File: src/hdl/rppf_pkg.sv
// ----------------------------------------------------------------------------
// rppf_pkg
// Shared constants, types and the controller/datapath interface for the
// page-table region pattern prefetcher.
// ----------------------------------------------------------------------------
package rppf_pkg;

  localparam int unsigned ADDR_W         = 64;
  localparam int unsigned REGION_ENTRIES = 128;
  localparam int unsigned MAX_STRIDE     = 256;
  localparam int unsigned DEGREE         = 2;
  localparam int unsigned PAGE_SHIFT     = 12;
  localparam int unsigned LINE_SHIFT     = 6;
  localparam int unsigned PTE_SHIFT      = 3;

  // region key / offset layout
  localparam int unsigned KEY_SHIFT = 2 * PAGE_SHIFT - PTE_SHIFT;
  localparam int unsigned TAG_W     = ADDR_W - KEY_SHIFT;
  localparam int unsigned OFF_W     = PAGE_SHIFT - PTE_SHIFT;
  localparam int unsigned WORD_BITS = 64;
  localparam int unsigned BIT_W     = 6;
  localparam int unsigned WRD_W     = OFF_W - BIT_W;
  localparam int unsigned ENT_W     = $clog2(REGION_ENTRIES);
  localparam int unsigned RAM_AW    = ENT_W + WRD_W;
  localparam int unsigned RAM_DEPTH = REGION_ENTRIES << WRD_W;

  // line-stride group: aligned run of page bits tested as one
  localparam int unsigned GRP_SHIFT = (PAGE_SHIFT > LINE_SHIFT + PTE_SHIFT) ?
                                      PAGE_SHIFT - LINE_SHIFT - PTE_SHIFT : 0;
  localparam int unsigned GRP       = 1 << GRP_SHIFT;
  localparam logic [WORD_BITS-1:0] GRP_MASK = WORD_BITS'((65'd1 << GRP) - 65'd1);

  // strides
  localparam int unsigned PAGE_STRIDE = 1 << PAGE_SHIFT;
  localparam int unsigned LINE_STRIDE = PAGE_STRIDE + (1 << LINE_SHIFT);
  localparam int unsigned D_W   = $clog2(MAX_STRIDE * LINE_STRIDE + 1) + 1;
  localparam int unsigned I_W   = $clog2(MAX_STRIDE + 1);
  localparam int unsigned ISS_W = $clog2(DEGREE + 1);

  typedef enum logic [1:0] {
    SEL_A,   // demand address
    SEL_M,   // one stride behind
    SEL_M2,  // two strides behind
    SEL_P    // candidate
  } probe_sel_t;

  typedef struct packed {
    logic       load_a;
    logic       cmp;
    probe_sel_t sel;
    logic       rd;
    logic       wr_acc;
    logic       wr_pf;
    logic       alloc;
    logic       clr_all;
    logic       clr_ent;
    logic       scan_init;
    logic       step;
    logic       emit;
    logic       flush;
  } dp_cmd_t;

  typedef struct packed {
    logic hit;
    logic tacc;
    logic tpf;
    logic samepg;
    logic pass;
    logic scan_end;
    logic clr_done_all;
    logic clr_done_ent;
    logic emit_ok;
    logic held_v;
  } dp_sts_t;

endpackage

File: src/hdl/rppf_ctrl.sv
// ----------------------------------------------------------------------------
// rppf_ctrl
// Sequencer: demand lookup, allocation, stride scan and result flush.
// ----------------------------------------------------------------------------
module rppf_ctrl (
  input  logic               clk,
  input  logic               rst_n,
  input  logic               in_tvalid,
  output logic               in_tready,
  input  rppf_pkg::dp_sts_t  sts,
  output rppf_pkg::dp_cmd_t  cmd
);
  import rppf_pkg::*;

  typedef enum logic [4:0] {
    ST_CLR_ALL, ST_IDLE,
    ST_A_CMP, ST_A_RD, ST_A_TST, ST_D_ALLOC, ST_D_CLR,
    ST_M_CMP, ST_M_RD, ST_M_TST,
    ST_M2_CMP, ST_M2_RD, ST_M2_TST,
    ST_P_CMP, ST_P_RD, ST_P_TST,
    ST_EMIT, ST_P_ALLOC, ST_P_CLR, ST_MARK, ST_NEXT, ST_FLUSH
  } state_t;

  state_t state_r, state_nxt;

  always_ff @(posedge clk) begin
    if (!rst_n) begin
      state_r <= ST_CLR_ALL;
    end else begin
      state_r <= state_nxt;
    end
  end

  assign in_tready = (state_r == ST_IDLE);

  always_comb begin
    cmd       = '0;
    cmd.sel   = SEL_A;
    state_nxt = state_r;
    case (state_r)
      ST_CLR_ALL: begin
        cmd.clr_all = 1'b1;
        if (sts.clr_done_all) state_nxt = ST_IDLE;
      end
      ST_IDLE: begin
        if (in_tvalid) begin
          cmd.load_a = 1'b1;
          state_nxt  = ST_A_CMP;
        end
      end
      ST_A_CMP: begin
        cmd.cmp   = 1'b1;
        state_nxt = ST_A_RD;
      end
      ST_A_RD: begin
        cmd.rd    = 1'b1;
        state_nxt = ST_A_TST;
      end
      ST_A_TST: begin
        if (sts.hit) begin
          cmd.wr_acc    = 1'b1;
          cmd.scan_init = 1'b1;
          state_nxt     = ST_M_CMP;
        end else begin
          state_nxt = ST_D_ALLOC;
        end
      end
      ST_D_ALLOC: begin
        cmd.alloc = 1'b1;
        state_nxt = ST_D_CLR;
      end
      ST_D_CLR: begin
        cmd.clr_ent = 1'b1;
        if (sts.clr_done_ent) state_nxt = ST_IDLE;
      end
      ST_M_CMP: begin
        cmd.cmp   = 1'b1;
        cmd.sel   = SEL_M;
        state_nxt = ST_M_RD;
      end
      ST_M_RD: begin
        cmd.rd    = 1'b1;
        state_nxt = ST_M_TST;
      end
      ST_M_TST: begin
        state_nxt = sts.tacc ? ST_M2_CMP : ST_NEXT;
      end
      ST_M2_CMP: begin
        cmd.cmp   = 1'b1;
        cmd.sel   = SEL_M2;
        state_nxt = ST_M2_RD;
      end
      ST_M2_RD: begin
        cmd.rd    = 1'b1;
        state_nxt = ST_M2_TST;
      end
      ST_M2_TST: begin
        state_nxt = sts.tacc ? ST_P_CMP : ST_NEXT;
      end
      ST_P_CMP: begin
        cmd.cmp   = 1'b1;
        cmd.sel   = SEL_P;
        state_nxt = ST_P_RD;
      end
      ST_P_RD: begin
        cmd.rd    = 1'b1;
        state_nxt = ST_P_TST;
      end
      ST_P_TST: begin
        state_nxt = (!sts.tacc && !sts.tpf && !sts.samepg) ? ST_EMIT : ST_NEXT;
      end
      ST_EMIT: begin
        if (sts.emit_ok) begin
          cmd.emit = 1'b1;
          if (sts.pass) begin
            state_nxt = ST_NEXT;
          end else begin
            state_nxt = sts.hit ? ST_MARK : ST_P_ALLOC;
          end
        end
      end
      ST_P_ALLOC: begin
        cmd.alloc = 1'b1;
        state_nxt = ST_P_CLR;
      end
      ST_P_CLR: begin
        cmd.clr_ent = 1'b1;
        if (sts.clr_done_ent) state_nxt = ST_MARK;
      end
      ST_MARK: begin
        cmd.wr_pf = 1'b1;
        state_nxt = ST_NEXT;
      end
      ST_NEXT: begin
        cmd.step  = 1'b1;
        state_nxt = sts.scan_end ? ST_FLUSH : ST_M_CMP;
      end
      ST_FLUSH: begin
        if (!sts.held_v) begin
          state_nxt = ST_IDLE;
        end else if (sts.emit_ok) begin
          cmd.flush = 1'b1;
          state_nxt = ST_IDLE;
        end
      end
      default: begin
        state_nxt = ST_IDLE;
      end
    endcase
  end

endmodule

File: config.mk
export PLATFORM = sky130hd
export DESIGN_NAME = rppf_ctrl
export DESIGN_NICKNAME = d
export VERILOG_FILES = /design/src/hdl/rppf_pkg.sv /design/src/hdl/rppf_ctrl.sv
export SDC_FILE = /design/constraint.sdc
export NUM_CORES = 1
export LEC_CHECK = 0
export BUFFER_PORTS_ARGS = -buffer_cell sky130_fd_sc_hd__buf_2
export CORE_UTILIZATION = 43
export CTS_CLUSTER_DIAMETER = 30
export DETAILED_ROUTE_END_ITERATION = 8
export HOLD_SLACK_MARGIN = 0.08
export PLACE_DENSITY_LB_ADDON = 0.1
export SYNTH_ARGS = -nofsm -noshare
export SYNTH_HDL_FRONTEND = slang
export SYNTH_SLANG_ARGS = --single-unit
File: constraint.sdc
create_clock -name clk -period 1.6 [get_ports clk]
set_input_delay 0.32 -clock clk [delete_from_list [all_inputs] [get_ports clk]]
set_output_delay 0.32 -clock clk [all_outputs]
set_load 0.005 [all_outputs]
# Word level (Yosys, flattened, before mapping)
# Cells that the tools add are included.
# word_totals
reg_bits,5
inputBits,13
out_inout_bits,15
elab_cells,70
# classes
n_eq_ne,27
muxes,31
n_reduce_logical,11
# op_table
cell,n
5-bit case mux with 22 select lines,1
5-bit 2-to-1 mux,10
5-bit by 4-bit equality test with 1-bit output (second input constant),8
5-bit equality test (second input constant),6
5-bit by 3-bit equality test with 1-bit output (second input constant),4
1-bit 2-to-1 mux,15
5-bit by 2-bit equality test with 1-bit output (second input constant),2
2-bit inequality test (second input constant),5
4-bit OR reduction,2
3-bit 2-to-1 mux,2
2-bit case mux with 3 select lines,1
6-bit AND reduction,1
5-bit by 1-bit equality test with 1-bit output (second input constant),1
5-bit logical NOT,1
2-bit 2-to-1 mux,2
2-bit OR reduction,2
1-bit logical NOT,3
3-bit inequality test (second input constant),1
1-bit logical AND,2

# Longest topological paths before layout
# Gate-level depths: netlist (run 1).
# depth
depth_word,5
mapped_depth,7

# Least setup slack after synthesis (run 1)
# Ideal clock, no wire load.
# synth_timing
path_kind,register to register
from,reg state_r[3]
to,reg state_r[1]
setup_time_ps,70
arrival_ps,1519
t_required_ps,1530
path_slack_ps,11
stages_incl_launch_ff,6
n_path_buf,1
path_cell_list,dfxtp_1 -> or2_1 -> buf_6 -> o32a_1 -> a2111o_1 -> a21boi_1
# synth_via
elab_chain_cells,3
# synth_lines
item,line_no,text
from (decl),rppf_ctrl.sv:24,"state_t state_r, state_nxt;"
from (signal assigned),rppf_ctrl.sv:30,state_r <= state_nxt;
5-bit equality test (tied with other cells),rppf_ctrl.sv:40,case (state_r)
3-bit inequality test (no line) or 2-bit inequality test (tied branches),n/a,
6-bit AND reduction (no line),n/a,
# Several ways; a longest one is shown, not always the timed one.
# A chain may end at the register's enable or synchronous reset.

==> results of run 1 <==
==> logic make-up after synthesis <==
family          share of synthesized area [%]
simple gates                             45.1
flops                                    13.6
xor+xnor                                 2.39
compound gates                           27.6
buf+inv                                  9.88
mux                                      1.36
==> area by class of cell <==
class	count	area [um2]
multi-input combinational	92	643
clock buffer	4	26.3
tap	16	20.0
inverter	2	7.51
sequential	5	116
timing repair buffer	58	405
fill	124	340
==> layer usage <==
| layer | global-route usage, % | vias up |
|---|---|---|
| li1 | - | 505 |
| met1 | 35.9 | 443 |
| met2 | 46.7 | 25 |
| met3 | 2.50 | 4 |
| met4 | 5.63 | 0 |
| met5 | 0 | - |
==> worst min path at each step <==
stage	slack [ps]	startpoint	cells past startpoint	to
2_1_floorplan	460	rst_n	2	state_r[0]
3_3_place_gp	620	rst_n	2	state_r[1]
3_5_place_dp	620	rst_n	3	state_r[0]
4_1_cts	370	rst_n	3	state_r[0]
5_1_grt	370	rst_n	2	state_r[1]
6_report	380	rst_n	3	state_r[0]
==> timing repair <==
action	in CTS	in global routing
pin swaps	4	4
endpoints found under the setup margin	18	19
gates resized for setup	23	12
hold buffers	0	0
setup buffers	2	4
==> cell usage after synthesis, drive strengths merged, types with 2 or more instances <==
cell type,number
nand3b,4
or3,7
dfxtp,5
xor2,2
buf,8
nand2b,4
o22a,2
clkbuf,3
nor3b,3
a31oi,2
inv,2
a21boi,5
o21ai,2
nor3,4
a21oi,10
nand2,9
nand3,2
nor2,13
nor2b,5
==> worst register-to-register path, delay by kind of cell, from the launching register on <==
family | cells | cell delay (ps)
compound gates | 2 | 190
buf+inv | 1 | 140
flops | 1 | 360
simple gates | 3 | 920
==> per-stage QoR <==
step,worst slack [ps],TNS (ps),hold slack (ps),power (mW)
floorplan,11.2,0,460,0.273
global placement,-38.0,-45.3,615,0.357
detailed placement,-86.3,-236,619,0.361
CTS,-127,-1010,373,0.526
global route,-184,-1900,371,0.591
finish,-144,-1080,380,0.552
==> power by group <==
part | internal [mW] | switching (mW) | total (mW) | leakage, nW
clock | 0.0937 | 0.0429 | 0.137 | 0.0150
sequential | 0.129 | 0.0112 | 0.140 | 0.0441
combinational | 0.145 | 0.130 | 0.275 | 0.488
total | 0.368 | 0.184 | 0.552 | 0.548
==> layout by cell type (no fill, tap or decap), types with 5 or more instances in the layout <==
cell type and instances:
buf_2 27, buf_4 21, nor2_1 11, buf_6 10
nand2_1 9, a21oi_1 9, or3_1 5
==> run_results.csv, run 1 <==
group,metric,value,unit
status,outcome,"finished, violations left",
status,violations,"negative setup slack",
sta,max_freq,573,MHz
clock_tree,clock_latency,230,ps
job,drv_cap,0,
clock_tree,clock-sinks,5,
clock_tree,cts_root_buf,"clkbuf_4",
yosys,syn_nets,123,
yosys,synth.avg_cell_area,6.68,um2
grt,grt_antenna_before_repair,0,
drt,highest_layer,"met4",
drt,wl_met2,1240,um
clock_tree,cts_tree,"done",
die,dieWidth,43.3,um
final_layout,layout.cells.non_filler,177,
worst_setup_path,r2r_end,"state_r[2]",
power,p_leak,0.548,nW
yosys,synth_edf_count,0,
yosys,async_flop_share,0,%
worst_setup_path,worstSetupStartpoint,"state_r[4]",
worst_setup_path,required,1280,ps
grt,grt_pass1_vias,913,
drt,route.detailed.drc,0,
sta,tightest_slew,229,ps
placement,post_dp_cell_area,1010,um2
final_layout,drive_gt1_share,49.1,%
worst_setup_path,cp.arrival,1420,ps
sta,layout_setup_ws,-144,ps
yosys,syn_area,734,um2
power,vdd_drop_max,509,uV
worst_setup_path,regToRegSetupSlack,-120,ps
final_layout,nets,175,
final_layout,final_core_util,78.2,%
power,power_density,453,nW/um2
yosys,synth_seq_cells,5,
yosys,synth_area_leaders,"dfxtp_1 (14%), a21oi_1 (6.8%), nor2_1 (6.6%), or3_1 (6.0%), nand2_1 (4.6%)",
die,core,1560,um2
placement,place_congestion,0.865,
drt,wl_met3,64,um
sta,min_period,1740,ps
worst_setup_path,crit_buf_inv,2,
worst_setup_path,crit_end,"cmd[13]",
final_layout,syn2layout_area_growth,65.9,%
drt,ant_nets,0,
drt,via_count,977,
drt,drt-total-wl,2530,um
final_layout,n_antenna_cell,0,
worst_setup_path,start_kind,"flip-flop",
drt,viasPerCell,5.52,
final_layout,largest_reg_flops,5,
yosys,ys_dominant_reg_cell,"dfxtp_1",
worst_hold_path,min_path_type,"in -> reg",
grt,grt_first_pass_wirelength,3910,um
sta,slew_violations,0,
grt,grt_max_degree,17,
drt,drtPass1Iterations,4,
drt,wl_met1,1210,um
worst_setup_path,cp_num_cells,5,
final_layout,top_register,"state_r",
worst_setup_path,cp_slowest_cell,"or3_4",
sta,slew_headroom,84.5,%
worst_setup_path,path_class,"reg -> out",
sta,finalCritPeriodShare,109,%
worst_setup_path,cp_max_fo,4,
yosys,synthCells,110,
worst_setup_path,crit_path_max_incr_delay,420,ps
clock_tree,htree_levels,1,
placement,numPortBuffers,27,
worst_setup_path,crit_chain,"or3_4, buf_6, nor2_4, and2_1, buf_2",
yosys,synth_top_area_share,13.6,%
worst_setup_path,endpoint_kind,"primary output",
placement,dp_cells,167,
die,die_area,1880,um2
yosys,ys_types,42,
die,fp.dieH,43.3,um
final_layout,top_regs,"state_r (5)",
clock_tree,numCtsBuffers,3,
worst_setup_path,reg2reg_depth,6,
worst_setup_path,r2r-start,"state_r[4]",
yosys,ys_seq_area_share,13.6,%
die,ioPinCount,28,
die,fp-row-count,14,
yosys,yosysWarningCount,0,
sta,setup_viol,13,
drt,drt_iter0_markers,15,
grt,grt.total_usage,26.8,%
die,start_util,47.1,%
final_layout,final_area,1220,um2
clock_tree,clk_path_buf_depth,2,
yosys,yosys.area.top_type,"dfxtp_1",
worst_setup_path,cpLargestDelayFamily,"simple AND/OR/NAND/NOR gates",
sta,hold_viol_final,0,
sta,rsz0062_at_grt,"true",
drt,wire_per_inst,14.3,um
clock_tree,clkTransAtPathRegs,40,ps
grt,gr-total-overflow,0,
placement,post-dp-hpwl,1690,um
sta,clock_skew,0.226,ps
(Power assumes the default switching activity.)
==> run 2: changes to the inputs <==
==> constraint.sdc (replaced) <==
create_clock -name clk -period 1.6 [get_ports clk]
set_input_delay 0.48 -clock clk [delete_from_list [all_inputs] [get_ports clk]]
set_output_delay 0.48 -clock clk [all_outputs]
set_load 0.005 [all_outputs]
==> run 2 against run 1 <==
The run ends with design-rule violations, negative setup slack left. Clock-buffer cell count unchanged. Largest cell class unchanged. First-iteration DRC count grew to 6.2 times the previous value. Register-to-register slack worse by 70 ps. Cell count grew 11%. Worst setup slack got worse by 140 ps. Clock skew increased by 10 ps. Critical path type unchanged.
==> run_results.csv, run 2 (synthesis results as in run 1) <==
group,metric,value,unit
status,outcome,"finished, violations left",
status,violations,"design-rule violations, negative setup slack",
final_layout,top_regs,"state_r (5)",
final_layout,largest_reg_flops,5,
final_layout,final_area,1450,um2
placement,post_dp_cell_area,1110,um2
placement,numPortBuffers,27,
die,fp.dieH,43.3,um
sta,clock_skew,10.6,ps
placement,dp_slack,-280,ps
drt,wire_per_inst,19.7,um
final_layout,final_cell_mix,"buf_4 (36), buf_2 (26), buf_6 (15)",
worst_hold_path,min_path_type,"in -> reg",
clock_tree,postCtsHoldBufs,0,
final_layout,top_register,"state_r",
drt,via_count,1245,
sta,min_period,1880,ps
clock_tree,clock_latency,250,ps
sta,fin_hold_ws,522,ps
final_layout,n_antenna_cell,0,
sta,layout_setup_ws,-284,ps
sta,finalCritPeriodShare,118,%
clock_tree,clock-sinks,5,
final_layout,final_core_util,92.9,%
grt,grt_pass1_vias,1004,
clock_tree,cts_root_buf,"clkbuf_4",
power,clockPowerShare,22.7,%
sta,setup_viol,19,
clock_tree,cts_tree,"done",
clock_tree,numCtsBuffers,3,
sta,max_freq,531,MHz
grt,grt.total_usage,32.3,%
worst_setup_path,start_kind,"flip-flop",
power,p_sw,0.240,mW
power,pwr-share-comb,56.0,%
worst_setup_path,cp.arrival,1400,ps
power,p_int,0.418,mW
power,seq_power_share,21.2,%
final_layout,nets,194,
drt,ant_nets,0,
grt,grt_antenna_before_repair,0,
clock_tree,clkTransAtPathRegs,50,ps
worst_setup_path,endpoint_kind,"primary output",
final_layout,drive_gt1_share,61.1,%
clock_tree,htree_levels,1,
clock_tree,clk_path_buf_depth,2,
drt,drt-total-wl,3860,um
drt,route.detailed.drc,2,
final_layout,syn2layout_area_growth,97.1,%
placement,place_congestion,0.862,
drt,viasPerCell,6.35,
power,vdd_drop_max,552,uV
sta,rsz0062_at_grt,"true",
grt,grt_first_pass_wirelength,4530,um
worst_setup_path,regToRegSetupSlack,-190,ps
die,fp-row-count,14,
die,core,1560,um2
die,die_area,1880,um2
power,swShare,36.5,%
final_layout,layout_commonest_cell,"buf_4",
worst_setup_path,path_class,"reg -> out",
worst_setup_path,cp_max_fo,8,
power,power_density,455,nW/um2
die,dieWidth,43.3,um
sta,slew_violations,0,
drt,drt_iter0_markers,93,
power,p_leak,0.684,nW
sta,slew_headroom,82.7,%
placement,post-dp-hpwl,1860,um
die,start_util,47.1,%
grt,grt_max_degree,15,
sta,tightest_slew,259,ps
worst_setup_path,required,1120,ps
drt,drtPass1Iterations,7,
sta,hold_viol_final,0,
die,ioPinCount,28,
grt,gr-total-overflow,0,
job,drv_cap,0,
-- run 2: cell type report --
cell class / instances / area [um2]
tap: 16 / 20.0
multi-input combinational: 92 / 711
timing repair buffer: 77 / 569
fill: 59 / 111
clock buffer: 4 / 26.3
sequential: 5 / 114
inverter: 2 / 7.51
-- run 2: power by group through the flow --
stage	clock network (mW)	logic (mW)	registers, mW
2_1_floorplan	0	0.139	0.136
3_3_place_gp	0	0.245	0.142
3_5_place_dp	0	0.253	0.142
4_1_cts	0.152	0.303	0.137
5_1_grt	0.162	0.381	0.140
6_report	0.150	0.369	0.140
-- run 2: final timing paths --
path | cells past startpoint | start | endpoint
max | 5 | state_r[1] | cmd[12]
min | 2 | rst_n | state_r[1]
max reg2reg | 6 | state_r[2] | state_r[4]
min reg2reg | 2 | state_r[4] | state_r[3]
-- run 2: per-stage QoR --
step                std cells  TNS (ps)  total power [mW]
CTS                       191     -2630             0.592
global placement          178     -1340             0.387
floorplan                 110      -108             0.275
detailed placement        178     -1940             0.395
finish                    196     -3850             0.658
global route              196     -4620             0.682
-- run 2: worst max-delay path, stage by stage (launching register included) --
cell and delay [ps]:
dfxtp_4 420, buf_6 120, xor2_1 160, nand3_1 140, a21oi_1 190, buf_2 140
-- run 2: metal layers --
layer  vias up  GRT usage, %  routed length [um]
li1        538             -                   -
met1       583          42.7                1490
met2       104          56.1                1850
met3        20          5.00                 371
met4         0          5.63                 153
met5         -             0                   0
-- run 2: timing repair --
action,4_1_cts,5_1_grt
setup buffers,9,5
gates resized for setup,36,16
pin swaps,22,14
setup endpoints to repair,19,19
